[src/rtl/ljpe_mul.sv]
// Two-stage unsigned multiplier built from 32x32 partial products.
// Standalone; used by the energy path of the top level.
module ljpe_mul #(
  parameter int WA = 40,
  parameter int WB = 40
) (
  input  logic             clk,
  input  logic [WA-1:0]    a,
  input  logic [WB-1:0]    b,
  output logic [WA+WB-1:0] prod
);

  localparam int NA   = (WA + 31) / 32;
  localparam int NB   = (WB + 31) / 32;
  localparam int SUMW = (NA + NB) * 32;

  logic [NA*32-1:0] a_pad;
  logic [NB*32-1:0] b_pad;
  logic [63:0]      pp [NA][NB];
  logic [SUMW-1:0]  acc;

  assign a_pad = (NA*32)'(a);
  assign b_pad = (NB*32)'(b);

  always_ff @(posedge clk) begin
    for (int i = 0; i < NA; i++) begin
      for (int j = 0; j < NB; j++) begin
        pp[i][j] <= a_pad[32*i +: 32] * b_pad[32*j +: 32];
      end
    end
  end

  always_comb begin
    acc = '0;
    for (int i = 0; i < NA; i++) begin
      for (int j = 0; j < NB; j++) begin
        acc = acc + (SUMW'(pp[i][j]) << (32 * (i + j)));
      end
    end
  end

  always_ff @(posedge clk) begin
    prod <= acc[WA+WB-1:0];
  end

endmodule

[config.mk]
export PLATFORM = sky130hd
export DESIGN_NAME = ljpe_mul
export DESIGN_NICKNAME = d
export VERILOG_FILES = /design/src/rtl/ljpe_mul.sv
export SDC_FILE = /design/constraint.sdc
export NUM_CORES = 2
export LEC_CHECK = 0
export BUFFER_PORTS_ARGS = -buffer_cell sky130_fd_sc_hd__buf_2
export CAP_MARGIN = 20
export CORE_MARGIN = 4
export CORE_UTILIZATION = 30
export CTS_CLUSTER_DIAMETER = 150
export DETAILED_ROUTE_END_ITERATION = 10
export GPL_TIMING_DRIVEN = 0
export HOLD_SLACK_MARGIN = 0.02
export PLACE_DENSITY = 0.47
export SYNTH_ARGS = -nofsm -noshare
export SYNTH_HDL_FRONTEND = slang
export SYNTH_SLANG_ARGS = --single-unit
[constraint.sdc]
create_clock -name clk -period 10.8 [get_ports clk]
set_input_delay 1.62 -clock clk [delete_from_list [all_inputs] [get_ports clk]]
set_output_delay 1.62 -clock clk [all_outputs]
set_load 0.01 [all_outputs]
==> results by group <==
Layout
  – Utilization of the core after routing: 33.1%
  – Layout Area Growth over Synthesis: 9.43%
  – Fraction of final layout cells with drive strength greater than 1: 3.28%
  – Layout net count: 8,383
  – Fin area: 64,000 um2

Run status
  – Run status: finished clean

Yosys
  – Top area cells in the synthesized netlist: fa_1 (46%), ha_1 (9.8%), and2_1 (9.0%)
  – Share of Yosys cell area claimed by the top area cell type: 45.6%
  – Most frequently used flop master after synthesis: dfxtp_1
  – Post-Synthesis Cells: 6,346
  – Synth cell types: 78
  – Total number of yosys warnings: 0
  – Top cells by count, synth: fa_1 (1,333), inv_1 (1,213), nand2_1 (866)
  – Net count after synthesis: 8,219
  – Mean instance size in the synthesized netlist: 9.21 um2
  – Library cell with the highest instance count after synthesis: fa_1
  – Post-synthesis instance area: 58,500 um2
  – Synth Register Bits: 240
  – Proportion of synthesized chip area in sequential cells: 8.22%
  – Number of flops mapped to enable cells by yosys: 0
  – Dominant cell type by area after synthesis: fa_1
  – Fraction of registers with async set/reset: 0%

STA
  – Clk_skew: 0.0197 ns
  – Highest Clock Rate: 97.7 MHz
  – Ratio of final minimum period to clock period: 94.7%
  – Hold_ws: 0.324 ns
  – RSZ-0062 raised after global routing: false
  – Tightest Pin Transition: 1.25 ns
  – Setup-failing EPs final: 0
  – Relative slew slack: 16.8%
  – Final hold violations: 0
  – Shortest clock period the worst path allows after layout: 10.23 ns
  – Final setup margin: 0.568 ns
  – Final Max Tran Viols: 0

GRT
  – Grt met1 use: 30.7%
  – Number of global-route vias before repair: 48,000
  – Global routing met3 resource utilization: 3.91%
  – Global-route wire length before repair: 344 mm
  – Busiest metal layer after global routing: met2
  – Gr ovfl total: 0
  – Antenna violations before repair: 48
  – Global-route total usage across every layer: 23.6%
  – GR Util met2: 38.5%
  – Maximum number of pins on one net before global-route repair: 16

Clock network
  – Count of clock tree sinks: 240
  – Count of hold-fix buffers inserted at cts: 0
  – Number of buffers created by CTS: 29
  – Clock Tree Buf Depth: 3
  – Clock-pin transition on the worst setup and hold timing paths: 0.06 ns
  – Clock Latency Late Sink: 0.62 ns
  – Clock tree from TritonCTS: done
  – H-tree level count: 1
  – PostCTS Resize Cnt: 0
  – Cell at the root of the clock tree: clkbuf_16
  – Total setup buffers inserted after CTS: 0

Worst setup path
  – Worst-path fanout max: 10
  – CP dominant cell by count: fa_1
  – Crit. End Element: register
  – Cell type group with the largest total delay on the critical path: adder cells
  – Worst setup SP type: input port
  – Data arrival time of the critical path: 10.68 ns
  – Highest cell delay on the worst timing path: 0.81 ns
  – CP Buf/Inv Count: 6
  – Required time reported for the critical path endpoint: 11.25 ns
  – Crit path kind: input port to register
  – Slowest CP cell: clkbuf_1

Placed design
  – Post-Place Cell Area: 62,800 um2
  – Pre-CTS setup slack: 0.0288 ns
  – Gp weighted congestion: 0.945
  – Quantity of I/O buffers inserted on ports: 80
  – DP HPWL: 204 mm

Route
  – Number of nets with antenna violations after detailed routing: 0
  – Wire length per cell: 26.3 um
  – Total wire length after detailed routing: 239 mm
  – Number of remaining DRC errors: 0
  – Number of violations reported at the end of detailed-routing iteration 0: 3,390
  – Via count normalized by instance count: 4.96
  – First drt pass iteration count: 8
  – Via Count: 45,000

Floorplan
  – Die Y: 449 um
  – Die Width: 449 um
  – Initial Util: 30.3%
  – Standard cell core area: 193,000 um2
  – Standard-cell rows: 161
  – Die outline area: 202,000 um2
  – I/O pin count: 161

Run
  – Max-cap violation count: 0

Min path
  – Kind of path behind the tightest hold check: register to register
## per-stage QoR
| stage | instances | TNS [ns] |
|---|---|---|
| 6_report | 9083 | 0 |
| 2_1_floorplan | 6346 | 0 |
| 3_5_place_dp | 8998 | 0 |
| 3_3_place_gp | 8952 | -0.349 |
| 5_1_grt | 9067 | 0 |
| 4_1_cts | 9051 | 0 |
## cell type report
type,count,area [um2]
Fill cell,20200,129000
Multi-Input combinational cell,4528,47700
Sequential cell,240,4800
Inverter,1213,4550
Tap cell,2526,3160
Buffer,365,1380
Timing Repair Buffer,133,1270
Clock buffer,36,792
Clock inverter,17,226
Antenna cell,25,62.6
## cells by family after synthesis
group	synth area share (%)
xor gates and xnor gates	2.53
buffers and inverters	10.1
and+or+nand+nor	17.2
DFF	8.22
adders and majority gates	55.5
muxes	0.0878
AOI/OAI and AO/OA	6.33
## flip-flops by register name (all words and copies together), names as in the netlist
signal,flops
pp,160
prod,80
## metal layers
metal  share of wire (%)  wire length, um
met1                  41            98500
met2                  46           110000
met3                 7.2            17100
met4                 5.3            12600
met5               0.038               90
## placed cells by master, fill, tap and decap left out, types with 80 or more instances in the layout
cell type / n
buf_2: 82
nor2_1: 102
a21oi_1: 171
inv_1: 1213
a21o_1: 116
clkbuf_1: 364
fa_1: 1333
xnor2_1: 104
ha_1: 459
o21ai_0: 80
dfxtp_1: 240
and2_1: 837
nand2_1: 866
## path summary, 6_finish.rpt
kind | start | endpoint | slack, ns | cells past startpoint
worst max register to register | pp[0][72]$_DFF_P_ | prod[61]$_DFF_P_ | 6.37 | 16
worst min-delay path | pp[0][68]$_DFF_P_ | prod[28]$_DFF_P_ | 0.32 | 0
worst max-delay path | a[8] | pp[0][97]$_DFF_P_ | 0.57 | 26
worst min register to register | pp[0][68]$_DFF_P_ | prod[28]$_DFF_P_ | 0.32 | 0
Power is left out: the tool's default activity adds up to more than one toggle a clock period on the data nets, which glitch-free logic cannot reach.
